<file path="src/sv/fsfa_pkg.sv">
package fsfa_pkg;

  localparam logic [7:0] HDR_BYTE     = 8'hFE;
  localparam logic [7:0] LEN_BYTE     = 8'h04;
  localparam logic [7:0] TRAILER_BYTE = 8'hAA;
  localparam int unsigned FRAME_PAYLOAD = 7;
  localparam int unsigned STORE_DEPTH   = FRAME_PAYLOAD - 1;
  localparam int unsigned CNT_W         = $clog2(FRAME_PAYLOAD);

  localparam logic OP_BYTE = 1'b0;
  localparam logic OP_READ = 1'b1;

  typedef enum logic [1:0] {
    PH_HEADER  = 2'd0,
    PH_LENGTH  = 2'd1,
    PH_PAYLOAD = 2'd2
  } phase_t;

  typedef enum logic [1:0] {
    KIND_REPORT = 2'd0,
    KIND_OK     = 2'd1,
    KIND_CSUM   = 2'd2
  } kind_t;

  // Frame completion seen on the current item, from parser to accumulator.
  typedef struct packed {
    logic        frame_end;
    logic        csum_ok;
    logic [15:0] dx;
    logic [15:0] dy;
    logic [7:0]  quality;
  } frame_evt_t;

  typedef struct packed {
    kind_t              kind;
    logic signed [31:0] dx_total;
    logic signed [31:0] dy_total;
    logic [7:0]         quality;
  } result_t;

endpackage

</file>
<file path="src/sv/fsfa_parser.sv">
module fsfa_parser (
  input  logic                   clk,
  input  logic                   rst,
  input  logic                   advance,
  input  logic                   op,
  input  logic [7:0]             rx_byte,
  output fsfa_pkg::frame_evt_t   evt
);
  import fsfa_pkg::*;

  phase_t             parse_phase, parse_phase_next;
  logic [CNT_W-1:0]   payload_count, payload_count_next;
  logic [7:0]         payload_bytes [STORE_DEPTH];
  logic               take_byte;
  logic               store_byte;
  logic [7:0]         csum;

  assign take_byte = advance && (op == OP_BYTE);

  always_comb begin
    parse_phase_next   = parse_phase;
    payload_count_next = payload_count;
    store_byte         = 1'b0;
    unique case (parse_phase)
      PH_LENGTH: begin
        if (rx_byte == LEN_BYTE) begin
          parse_phase_next   = PH_PAYLOAD;
          payload_count_next = '0;
        end else if (rx_byte != HDR_BYTE) begin
          parse_phase_next = PH_HEADER;
        end
      end
      PH_PAYLOAD: begin
        if (payload_count < CNT_W'(STORE_DEPTH)) begin
          store_byte         = 1'b1;
          payload_count_next = payload_count + 1'b1;
        end else begin
          parse_phase_next   = PH_HEADER;
          payload_count_next = '0;
        end
      end
      default: begin
        parse_phase_next = (rx_byte == HDR_BYTE) ? PH_LENGTH : PH_HEADER;
      end
    endcase
  end

  always_ff @(posedge clk) begin
    if (rst) begin
      parse_phase   <= PH_HEADER;
      payload_count <= '0;
    end else if (take_byte) begin
      parse_phase   <= parse_phase_next;
      payload_count <= payload_count_next;
    end
  end

  // Payload bytes need no reset: each is written before the trailer reads it.
  always_ff @(posedge clk) begin
    if (take_byte && store_byte) begin
      payload_bytes[payload_count] <= rx_byte;
    end
  end

  assign csum = payload_bytes[0] + payload_bytes[1] + payload_bytes[2] + payload_bytes[3];

  always_comb begin
    evt.frame_end = (op == OP_BYTE) && (parse_phase == PH_PAYLOAD)
                    && (payload_count == CNT_W'(STORE_DEPTH))
                    && (rx_byte == TRAILER_BYTE);
    evt.csum_ok   = (csum == payload_bytes[4]);
    evt.dx        = {payload_bytes[0], payload_bytes[1]};
    evt.dy        = {payload_bytes[2], payload_bytes[3]};
    evt.quality   = payload_bytes[5];
  end

`ifndef SYNTHESIS
  a_count_range: assert property (@(posedge clk) disable iff (rst)
    payload_count <= CNT_W'(STORE_DEPTH))
    else $error("payload count past frame length");

  a_count_only_in_payload: assert property (@(posedge clk) disable iff (rst)
    (parse_phase != PH_PAYLOAD) |-> (payload_count == '0))
    else $error("payload count nonzero outside payload phase");

  a_length_to_payload: assert property (@(posedge clk) disable iff (rst)
    (take_byte && parse_phase == PH_LENGTH && rx_byte == LEN_BYTE)
      |=> (parse_phase == PH_PAYLOAD && payload_count == '0))
    else $error("length byte did not start payload");
`endif

endmodule

</file>
<file path="src/sv/fsfa_accum.sv">
module fsfa_accum (
  input  logic                   clk,
  input  logic                   rst,
  input  logic                   advance,
  input  logic                   op,
  input  fsfa_pkg::frame_evt_t   evt,
  output logic                   res_valid,
  output fsfa_pkg::result_t      res
);
  import fsfa_pkg::*;

  logic [31:0] x_sum, x_sum_next;
  logic [31:0] y_sum, y_sum_next;
  logic [7:0]  last_quality, last_quality_next;
  logic        read_req;
  logic        frame_good;

  assign read_req   = (op == OP_READ);
  assign frame_good = evt.frame_end && evt.csum_ok;

  always_comb begin
    x_sum_next        = x_sum;
    y_sum_next        = y_sum;
    last_quality_next = last_quality;
    res_valid         = 1'b0;
    res.kind          = KIND_REPORT;
    res.dx_total      = '0;
    res.dy_total      = '0;
    res.quality       = last_quality;
    priority if (read_req) begin
      res_valid    = 1'b1;
      res.dx_total = x_sum;
      res.dy_total = y_sum;
      x_sum_next   = '0;
      y_sum_next   = '0;
    end else if (frame_good) begin
      x_sum_next        = x_sum + {{16{evt.dx[15]}}, evt.dx};
      y_sum_next        = y_sum + {{16{evt.dy[15]}}, evt.dy};
      last_quality_next = evt.quality;
      res_valid         = 1'b1;
      res.kind          = KIND_OK;
      res.quality       = evt.quality;
    end else if (evt.frame_end) begin
      res_valid = 1'b1;
      res.kind  = KIND_CSUM;
    end else begin
      // no result: hold sums and quality
      res_valid = 1'b0;
    end
  end

  always_ff @(posedge clk) begin
    if (rst) begin
      x_sum        <= '0;
      y_sum        <= '0;
      last_quality <= '0;
    end else if (advance) begin
      x_sum        <= x_sum_next;
      y_sum        <= y_sum_next;
      last_quality <= last_quality_next;
    end
  end

`ifndef SYNTHESIS
  a_read_clears: assert property (@(posedge clk) disable iff (rst)
    (advance && read_req) |=> (x_sum == '0 && y_sum == '0))
    else $error("sums not cleared after read");

  a_csum_keeps_state: assert property (@(posedge clk) disable iff (rst)
    (advance && !read_req && evt.frame_end && !evt.csum_ok)
      |=> ($stable(x_sum) && $stable(y_sum) && $stable(last_quality)))
    else $error("bad checksum frame changed sums");

  a_no_result_no_change: assert property (@(posedge clk) disable iff (rst)
    (advance && !res_valid) |=> ($stable(x_sum) && $stable(y_sum)))
    else $error("sums moved on an item with no result");
`endif

endmodule

</file>
<file path="src/sv/fsfa_out_reg.sv">
module fsfa_out_reg (
  input  logic                clk,
  input  logic                rst,
  input  logic                load,
  input  fsfa_pkg::result_t   res,
  input  logic                m_tready,
  output logic                free,
  output logic                m_tvalid,
  output fsfa_pkg::result_t   held
);
  import fsfa_pkg::*;

  logic valid;

  assign free     = !valid || m_tready;
  assign m_tvalid = valid;

  always_ff @(posedge clk) begin
    if (rst) begin
      valid <= 1'b0;
    end else if (load) begin
      valid <= 1'b1;
    end else if (m_tready) begin
      valid <= 1'b0;
    end
  end

  always_ff @(posedge clk) begin
    if (load) begin
      held <= res;
    end
  end

`ifndef SYNTHESIS
  a_load_only_when_free: assert property (@(posedge clk) disable iff (rst)
    load |-> free)
    else $error("result loaded over an undelivered one");

  a_load_sets_valid: assert property (@(posedge clk) disable iff (rst)
    load |=> valid)
    else $error("loaded result not shown");

  a_report_kinds_zero: assert property (@(posedge clk) disable iff (rst)
    (valid && held.kind != KIND_REPORT) |-> (held.dx_total == '0 && held.dy_total == '0))
    else $error("frame result carries nonzero totals");
`endif

endmodule

</file>
<file path="src/sv/flow_sensor_frame_accumulator_core.sv">
// Optical-flow sensor frame parser with motion accumulators.
//
// Slave channel (s_*): one item per handshake. s_tuser is the operation
// (0 = serial byte in s_tdata, 1 = read and clear the motion sums).
// Master channel (m_*): at most one result item per input item. m_tuser
// is the kind (0 = motion report, 1 = frame accepted, 2 = checksum error);
// m_tdata carries dx_total, dy_total and quality.
// Frames are 0xFE, 0x04, dx hi/lo, dy hi/lo, checksum, quality, 0xAA.
// Bytes outside a frame, and frames with a bad trailer, give no result.
//
// An accepted item lands in the input register, is parsed and accumulated
// as it advances, and its result is loaded into the output register that
// drives m_tvalid. Throughput is one item per cycle while the receiver
// does not stall: the input register and the output register each hold
// one item, and the parser next-state logic and the 32-bit sum adders
// sit between them.
// When the receiver stalls, the result holds in the output register and
// the input register fills; s_tready drops only once both are occupied.
// Reset (rst, synchronous) empties both registers, returns the parser to
// waiting for a header and clears sums and latched quality.
module flow_sensor_frame_accumulator_core (
  input  logic        clk,
  input  logic        rst,
  input  logic        s_tvalid,
  output logic        s_tready,
  input  logic [7:0]  s_tdata,   // [7:0] rx_byte
  input  logic        s_tuser,   // [0] op
  output logic        m_tvalid,
  input  logic        m_tready,
  output logic [71:0] m_tdata,   // [31:0] dx_total, [63:32] dy_total, [71:64] quality
  output logic [1:0]  m_tuser    // [1:0] kind
);
  import fsfa_pkg::*;

  logic       in_valid;
  logic       in_op;
  logic [7:0] in_byte;
  logic       out_free;
  logic       advance;
  logic       res_valid;
  frame_evt_t evt;
  result_t    res;
  result_t    held;

  // Advance the held item whenever the output register can take its result.
  assign advance  = in_valid && out_free;
  assign s_tready = !in_valid || out_free;

  always_ff @(posedge clk) begin
    if (rst) begin
      in_valid <= 1'b0;
    end else if (s_tvalid && s_tready) begin
      in_valid <= 1'b1;
    end else if (advance) begin
      in_valid <= 1'b0;
    end
  end

  // Capture the item payload; no reset needed.
  always_ff @(posedge clk) begin
    if (s_tvalid && s_tready) begin
      in_op   <= s_tuser;
      in_byte <= s_tdata;
    end
  end

  fsfa_parser u_parser (
    .clk     (clk),
    .rst     (rst),
    .advance (advance),
    .op      (in_op),
    .rx_byte (in_byte),
    .evt     (evt)
  );

  fsfa_accum u_accum (
    .clk       (clk),
    .rst       (rst),
    .advance   (advance),
    .op        (in_op),
    .evt       (evt),
    .res_valid (res_valid),
    .res       (res)
  );

  fsfa_out_reg u_out (
    .clk      (clk),
    .rst      (rst),
    .load     (advance && res_valid),
    .res      (res),
    .m_tready (m_tready),
    .free     (out_free),
    .m_tvalid (m_tvalid),
    .held     (held)
  );

  assign m_tuser = held.kind;
  assign m_tdata = {held.quality, held.dy_total, held.dx_total};

`ifndef SYNTHESIS
  a_hold_input: assert property (@(posedge clk) disable iff (rst)
    (in_valid && !advance) |=> (in_valid && $stable(in_op) && $stable(in_byte)))
    else $error("input item lost while waiting");

  a_read_gives_report: assert property (@(posedge clk) disable iff (rst)
    (advance && in_op == OP_READ) |=> (m_tvalid && m_tuser == KIND_REPORT))
    else $error("read request produced no report");

  a_ready_when_empty: assert property (@(posedge clk) disable iff (rst)
    !in_valid |-> s_tready)
    else $error("input stalled with empty input register");
`endif

endmodule

</file>
<file path="config.mk">
export PLATFORM = sky130hd
export DESIGN_NAME = flow_sensor_frame_accumulator_core
export DESIGN_NICKNAME = d
export VERILOG_FILES = /design/src/sv/fsfa_pkg.sv /design/src/sv/fsfa_parser.sv /design/src/sv/fsfa_accum.sv /design/src/sv/fsfa_out_reg.sv /design/src/sv/flow_sensor_frame_accumulator_core.sv
export SDC_FILE = /design/constraint.sdc
export NUM_CORES = 1
export LEC_CHECK = 0
export BUFFER_PORTS_ARGS = -buffer_cell sky130_fd_sc_hd__buf_2
export CELL_PAD_IN_SITES_DETAIL_PLACEMENT = 1
export CELL_PAD_IN_SITES_GLOBAL_PLACEMENT = 1
export CORE_ASPECT_RATIO = 1.5
export CORE_MARGIN = 8
export CORE_UTILIZATION = 41
export CTS_CLUSTER_DIAMETER = 40
export CTS_CLUSTER_SIZE = 24
export DETAILED_ROUTE_END_ITERATION = 8
export GPL_TIMING_DRIVEN = 0
export PLACE_DENSITY_LB_ADDON = 0.05
export SYNTH_ARGS = -nofsm -noshare
export SYNTH_HDL_FRONTEND = slang
export SYNTH_SLANG_ARGS = --single-unit
export TNS_END_PERCENT = 20
</file>
<file path="constraint.sdc">
create_clock -name clk -period 5.33 [get_ports clk]
set_input_delay 0.533 -clock clk [delete_from_list [all_inputs] [get_ports clk]]
set_output_delay 0.533 -clock clk [all_outputs]
set_load 0.02 [all_outputs]
</file>
After elaboration in Yosys (flattened, before gate mapping)
Memory sizes are Yosys's and may differ from the RTL's.
Cells that the tools add are included.
Widths: inputs -> output; s select.
{"block": "word_totals", "latch_bits": 0, "memories": 1, "inputBits": 13, "out_inout_bits": 76, "word_cells": 82, "rom_bits": 0, "ff_bits": 162, "ram_bits": 48}
{"name": "u_parser.payload_bytes", "depth": 6, "width": 8, "rd": 6, "rd_clocked_by_memory_dff": 0, "write_ports": 1, "line": "fsfa_parser.sv:13", "text": "logic [7:0] payload_bytes [STORE_DEPTH];"}
{"block": "op_classes", "n_lt_le_gt_ge": 1, "n_mux": 27, "mul": 0, "div": 0, "add_sub_neg": 6, "n_eq_ne": 11, "n_shift": 0, "n_bitwise": 1, "n_reduce_logical": 21}
{"operator": "$mux 32", "count": 4}
{"operator": "$add 32x32->32", "count": 2}
{"operator": "$add 8x8->8", "count": 3}
{"operator": "$eq 8x8->1 const B", "count": 2}
{"operator": "$mux 8", "count": 2}
{"operator": "$mux 1", "count": 13}
{"operator": "$logic_and 1x1->1", "count": 9}
{"operator": "$eq 8x3->1 const B", "count": 1}
{"operator": "$eq 8x8->1", "count": 1}
{"operator": "$mux 2", "count": 4}
{"operator": "$ne 8x8->1 const B", "count": 1}
{"operator": "$reduce_bool 2->1", "count": 4}
{"operator": "$mux 3", "count": 2}
{"operator": "$pmux 3 s2", "count": 1}
{"operator": "$reduce_and 3->1", "count": 2}
{"operator": "$pmux 2 s2", "count": 1}
{"operator": "$add 3x1->3 const B", "count": 1}
{"operator": "$eq 3x3->1 const B", "count": 1}
{"operator": "$lt 3x3->1 const B", "count": 1}
{"operator": "$ne 3x1->1 const B", "count": 1}
{"operator": "$eq 2x1->1 const B", "count": 1}
{"operator": "$eq 2x2->1 const B", "count": 1}
{"operator": "$logic_not 1->1", "count": 2}
{"operator": "$logic_or 1x1->1", "count": 2}
{"operator": "other kinds (5)", "count": 5}

Longest topological paths before layout
Gate-level depths: netlist (run 1).
An unclocked memory read counts as a cell.
{"block": "logic_depth", "depth_word": 10, "depth_mapped": 19, "ltp_nobuf": 17}

Cells and area by module
From an unflattened synthesis (run 1), not the netlist that was laid out.
{"block": "hier_totals", "hier_cells": 1063, "area_unflattened_um2": 11370.9}
{"mod": "fsfa_accum", "cells_each": 794, "n_inst": 1, "seq_area_each_um2": 1441.4, "area_per_inst_um2": 6204.7}
{"mod": "fsfa_parser", "cells_each": 175, "n_inst": 1, "seq_area_each_um2": 1541.5, "area_per_inst_um2": 2557.5}
{"mod": "fsfa_out_reg", "cells_each": 78, "n_inst": 1, "seq_area_each_um2": 2242.2, "area_per_inst_um2": 2268.4}
{"mod": "flow_sensor_frame_accumulator_core", "cells_each": 16, "n_inst": 1, "seq_area_each_um2": 290.3, "area_per_inst_um2": 340.3}

Worst setup path before layout (run 1)
No wires, ideal clock.
{"block": "synth_timing", "kind": "register to register", "start": "memory u_parser.payload_bytes[3][1]", "end": "register u_accum.y_sum[31]", "t_required_ps": 5251, "n_path_buf": 1, "synth_period_minus_slack_ps": 3956, "path_stages_with_launch": 17, "slack_ps": 1374, "arrival_ps": 3876, "cell_sequence": "edfxtp_1 fa_1 inv_1 fa_1 inv_1 ha_1 inv_1 fa_1 xor2_1 nand3_1 nor3_1 nand4_1 or4_1 buf_6 nor4b_2 o21ai_1 a22oi_1"}
{"element": "start, declared", "line": "fsfa_parser.sv:13"}
{"element": "end signal, assigned", "line": "fsfa_accum.sv:59", "text": "y_sum <= y_sum_next;"}
{"element": "end, declared", "line": "fsfa_accum.sv:13", "text": "logic [31:0] y_sum, y_sum_next;"}

==> flow_summary.toml, run 1 <==
[run_status]
status = "completed"

[power]
leakagePower_uw = 0.00519
intPower_uw = 2960
irDropWorstVdd_uv = 237
clock_power_share = 0.501
power_frac_comb = 0.049
power.switching_uw = 1010
pwr_density_cell_nw_per_um2 = 304
netSwitchingFraction = 0.254
p_seq_frac = 0.449

[clock_network]
numCtsBuffers = 28
clock-root-buffer = "clkbuf_16"
cts_resized = 0
cts_hold_buf = 0
clock_latency_ns = 0.56
clk_path_buf_depth = 3
cts.sinks = 210
clk_pin_slew_ns = 0.08
cts_tree = "built"
htree_levels = 1
cts_setup_buffers = 0

[critical_path]
critPathArrivalTime_ns = 5.16
critPathMaxFanout = 10
path_class = "reg -> reg"
required_ns = 5.81
cp-end-kind = "flop"
crit_path_start_kind = "flop"

[die]
start_util = 0.413
dieArea_sq_um = 32800
ios = 89
die_h_um = 218
placementRows = 74
fp.dieW_um = 151
core_sq_um = 26900

[final_layout]
drive_gt1_frac = 0.145
utilization = 0.484
final_nets = 1265
num_antenna_cells = 0
fillers = 3000
area_growth_syn_to_layout_pct = 17.0
final_cells = 1527

[timing]
final.period_utilization = 0.878
setup_tns_ns = 0
tightestPinTransition_ns = 1.01
setup_violations = 0
hold_viol_final = 0
finClkSkew_ns = 0.0167
grt_setup_unrepaired = "no"
maxSlewViolCount = 0
maxClockFrequency_ghz = 0.214
maxSlewHeadroom = 0.325
fin_crit_ns = 4.68

[synth]
synth-seq-cells = 210
yosysWarnings = 0
avgSynthCellArea_sq_um = 10.7
synthMuxAreaShare = 0.0117
synth_top_family_by_area = "simple AND/OR/NAND/NOR gates"
synth_compound_area_frac = 0.142
yosysTopAreaCell = "edfxtp_1"
synth_common_cells = "edfxtp_1 (131), nor2_1 (99), a21oi_1 (80)"
yosysTopAreaCellShare = 0.353
syn_inst = 1044
ys_top_cells_by_area = "edfxtp_1 (35%), dfxtp_1 (14%), ha_1 (8.2%)"
ys_async_sr_fraction = 0
ys_seq_area_frac = 0.495
synthFlopType = "edfxtp_1"
syn_area_sq_um = 11100
ys_types = 70
yosys.cell_count.top_type = "edfxtp_1"
synth_nets = 1146
synth_edf_count = 131
synthSimpleGateAreaFrac = 0.160
synthAdderAreaFrac = 0.111
synthXorXnorAreaFrac = 0.0551

[grt]
gr-total-overflow = 0
groute.usage.overall = 0.190
grt_pass1_vias = 8994
grt_first_pass_wirelength_um = 48300
antenna_found_initial = 0
grt_max_degree = 40

[routing]
vias = 8352
drt_iter0_drc = 277
drc_errors = 0
antenna_left = 0
vias_per_cell = 5.47
routed_wl_um = 30800
wl_per_cell_um = 20.2
drtPass1Iterations = 4

[place]
dp_hpwl_um = 23800
dp_cells = 1475
place_congestion = 0.864
io_buffers = 88

[worst_hold_path]
hold_path.class = "in -> reg"

[run]
drv_cap = 0
stage by stage:
step	cell area, sq um	setup WS [ns]	total power, uW	hold WS (ns)
global placement	12000	0.730	2010	0.459
CTS	13000	0.626	4020	0.128
global route	13000	0.372	4090	0.133
floorplan	11100	1.37	1930	0.438
finish	13000	0.651	3960	0.153
detailed placement	12000	0.645	2020	0.466
state kept, by name, summed over array words and instances (netlist names), 2 cells and up:
name	count
u_out.held	74
u_parser.payload_bytes	48
u_accum.x_sum	32
u_accum.y_sum	32
in_byte	8
u_accum.last_quality	8
u_parser.payload_count	3
u_parser.parse_phase	2
cell usage in the layout, fill, tap and decap left out, drive strengths merged, types with 5 or more instances in the layout:
| cell type | count |
|---|---|
| a31oi | 6 |
| buf | 99 |
| o21ai | 45 |
| o21a | 10 |
| nand3 | 19 |
| nor2 | 99 |
| and2 | 68 |
| nor3 | 39 |
| o21bai | 7 |
| nor4 | 6 |
| nand2 | 58 |
| and3 | 7 |
| nand4 | 8 |
| a21oi | 80 |
| nand2b | 9 |
| xnor2 | 43 |
| inv | 45 |
| dfxtp | 79 |
| xor2 | 27 |
| ha | 73 |
| clkinv | 5 |
| a22oi | 22 |
| o211ai | 6 |
| or3 | 7 |
| edfxtp | 131 |
| mux2 | 8 |
| a21o | 29 |
| clkbuf | 57 |
| fa | 16 |
| nor2b | 9 |
per-layer routing:
| layer | up-vias | track usage | share of wire |
|---|---|---|---|
| li1 | 4049 | - | - |
| met1 | 4077 | 0.206 | 0.39 |
| met2 | 155 | 0.346 | 0.52 |
| met3 | 71 | 0.0260 | 0.036 |
| met4 | 0 | 0.103 | 0.050 |
| met5 | - | 0 | 0 |
power groups by stage:
stage	Sequential, uW	Combinational, uW	Clock (uW)
after global placement	1820	193	0
after detailed placement	1820	199	0
final	1780	195	1990
after global routing	1780	215	2090
after CTS	1780	200	2040
after floorplan	1830	108	0
worst paths after layout:
| check | startpoint | to | slack [ns] | depth (start not counted) |
|---|---|---|---|---|
| worst min-delay path | s_tuser | in_op | 0.15 | 1 |
| worst min register to register | u_accum.x_sum[30] | u_accum.x_sum[30] | 0.48 | 2 |
| worst max register to register | u_parser.payload_bytes[2][1] | u_accum.x_sum[22] | 0.65 | 18 |
| worst max-delay path | u_parser.payload_bytes[2][1] | u_accum.x_sum[22] | 0.65 | 18 |
logic make-up after synthesis:
| logic type | after synthesis |
|---|---|
| fa+ha+maj | 89 |
| simple gates | 351 |
| xor+xnor | 70 |
| buf+inv | 69 |
| flops | 210 |
| mux | 12 |
| compound gates | 243 |
critical path, cell delays in order, from the launching register on:
cell and delay (ns):
edfxtp_1 0.50, fa_1 0.54, inv_1 0.05, fa_1 0.45
inv_1 0.08, ha_1 0.19, inv_1 0.06, fa_1 0.40
nand3b_1 0.17, nand2_1 0.11, a31oi_1 0.10, xnor2_1 0.22
and4_1 0.22, buf_4 0.22, o21ai_2 0.15, nor2_1 0.14
clkbuf_1 0.69, a22oi_1 0.14, nor2_1 0.14
area by class of cell:
class / instances / area [sq um] / area share
Clock inverter: 22 / 288 / 0.0221
Inverter: 32 / 123 / 0.00941
Sequential cell: 210 / 5520 / 0.423
Timing Repair Buffer: 89 / 460 / 0.0353
Clock buffer: 30 / 718 / 0.0551
Buffer: 37 / 160 / 0.0123
Tap cell: 342 / 428 / 0.0328
Multi-Input combinational cell: 765 / 5340 / 0.410
Note: power is estimated with default switching activity, not from simulation.
==> run 2, diff against run 1 <==
Settings changed: CTS_CLUSTER_SIZE 24 to 25, PLACE_DENSITY_LB_ADDON 0.05 to 0.1.
Clock period 5.33 ns to 6 ns, I/O delays scaled along.
==> run 2 against run 1 <==
Against the previous run: clock skew is essentially flat; fmax shrank 0.80%; via count shrank 0.40%; largest power group unchanged; wire length shrank 1.0%.
==> flow_summary.toml, run 2 (synthesis results as in run 1) <==
[place]
place_congestion = 0.867
io_buffers = 88
place_area_sq_um = 12000
dp_hpwl_um = 23700
place_ws_ns = 1.28
dp_cells = 1475

[routing]
drc_errors = 0
vias = 8319
drt_iter0_drc = 267
routed_wl_um = 30500
vias_per_cell = 5.45
drtPass1Iterations = 4
antenna_left = 0
wl_per_cell_um = 20.0

[final_layout]
largest_register_ffs = 74
utilization = 0.484
final_area_sq_um = 13000
area_growth_syn_to_layout_pct = 17.0
top_regs = "u_out.held (74), u_parser.payload_bytes (48)"
regMostFlops = "u_out.held"
layout_common_cells = "edfxtp_1 (131), nor2_1 (99), buf_2 (96), a21oi_1 (80), dfxtp_1 (79)"
drive_gt1_frac = 0.143
num_antenna_cells = 0
final_cells = 1527
final_nets = 1265
layout_commonest_cell = "edfxtp_1"

[clock_network]
cts.sinks = 210
numCtsBuffers = 28
clock-root-buffer = "clkbuf_16"
cts_tree = "built"
htree_levels = 1
clk_path_buf_depth = 3
clock_latency_ns = 0.55
clk_pin_slew_ns = 0.07
cts_resized = 0
cts_hold_buf = 0
cts_setup_buffers = 0

[timing]
setup_violations = 0
fin_crit_ns = 4.72
final.period_utilization = 0.786
maxSlewViolCount = 0
maxSlewHeadroom = 0.285
finClkSkew_ns = 0.0164
maxClockFrequency_ghz = 0.212
fin_ws_ns = 1.28
grt_setup_unrepaired = "no"
setup_tns_ns = 0
tightestPinTransition_ns = 1.07
hold_viol_final = 0

[die]
start_util = 0.413
core_sq_um = 26900
ios = 89
fp.dieW_um = 151
die_h_um = 218
dieArea_sq_um = 32800
placementRows = 74

[grt]
grt_first_pass_wirelength_um = 48700
antenna_found_initial = 0
gr-total-overflow = 0
grt_pass1_vias = 9015
groute.usage.overall = 0.190
grt_max_degree = 48

[power]
p_seq_frac = 0.453
irDropWorstVdd_uv = 214
pwr_density_cell_nw_per_um2 = 268
power_frac_comb = 0.049
intPower_uw = 2680
power.switching_uw = 816
clock_power_share = 0.498
netSwitchingFraction = 0.233
leakagePower_uw = 0.00518

[critical_path]
path_class = "reg -> reg"
crit_path_start_kind = "flop"
critPathMaxFanout = 10
reg2reg_depth = 18
timing.rr.end = "u_accum.x_sum[9]"
critPathArrivalTime_ns = 5.20
cp-end-kind = "flop"
required_ns = 6.48
r2r_setup_slack_ns = 1.28
r2r_start = "u_parser.payload_bytes[3][1]"

[run]
drv_cap = 0

[worst_hold_path]
hold_start = "s_tdata[7]"
hold_end = "in_byte[7]"
hold_path.class = "in -> reg"
min_path_cells = 1

[run_status]
status = "completed"
==> run 2: area by class of cell <==
class / count / area, sq um
Timing Repair Buffer: 89 / 468
Sequential cell: 210 / 5520
Fill cell: 2982 / 13900
Multi-Input combinational cell: 765 / 5340
Inverter: 32 / 123
Clock inverter: 16 / 183
Buffer: 37 / 160
Tap cell: 342 / 428
Clock buffer: 36 / 816
==> run 2: worst max-delay path: stages (launching register included) <==
cell and delay, ns:
edfxtp_1 0.49, fa_1 0.58, inv_1 0.05, fa_1 0.45, inv_1 0.07, ha_1 0.16
inv_1 0.05, fa_1 0.40, nand3b_1 0.18, nand2_1 0.12, a31oi_1 0.12, xnor2_1 0.28
and4_1 0.22, buf_4 0.21, o21ai_2 0.15, nor2_1 0.15, clkbuf_1 0.64, a22oi_1 0.17
nor2_1 0.15
==> run 2: worst max-delay path by stage <==
stage | from | end | depth (start not counted)
finish | u_parser.payload_bytes[3][1] | u_accum.x_sum[9] | 18
global route | u_parser.payload_bytes[3][1] | u_accum.y_sum[12] | 18
CTS | u_parser.payload_bytes[3][1] | u_accum.y_sum[12] | 18
detailed placement | u_parser.payload_bytes[3][1] | u_accum.x_sum[9] | 18
global placement | u_parser.payload_bytes[3][1] | u_accum.y_sum[12] | 18
floorplan | u_parser.payload_bytes[3][1] | u_accum.y_sum[31] | 16
==> run 2: per-stage QoR <==
step	total power (uW)	hold slack, ns
floorplan	1720	0.438
global placement	1780	0.462
detailed placement	1790	0.470
CTS	3540	0.192
global route	3620	0.195
finish	3500	0.221
==> run 2: per-layer routing <==
metal  wire (um)  GRT usage  vias up
li1            -          -     4049
met1       11900      0.205     4077
met2       16400      0.362      136
met3        1210     0.0260       57
met4        1000     0.0746        0
met5           0          0        -
==> run 2: power groups by stage <==
| stage | logic (uW) | clock network, uW | registers [uW] |
|---|---|---|---|
| after floorplan | 95.8 | 0 | 1620 |
| after global placement | 171 | 0 | 1610 |
| after detailed placement | 176 | 0 | 1610 |
| after CTS | 177 | 1780 | 1580 |
| after global routing | 191 | 1840 | 1590 |
| final | 173 | 1740 | 1580 |
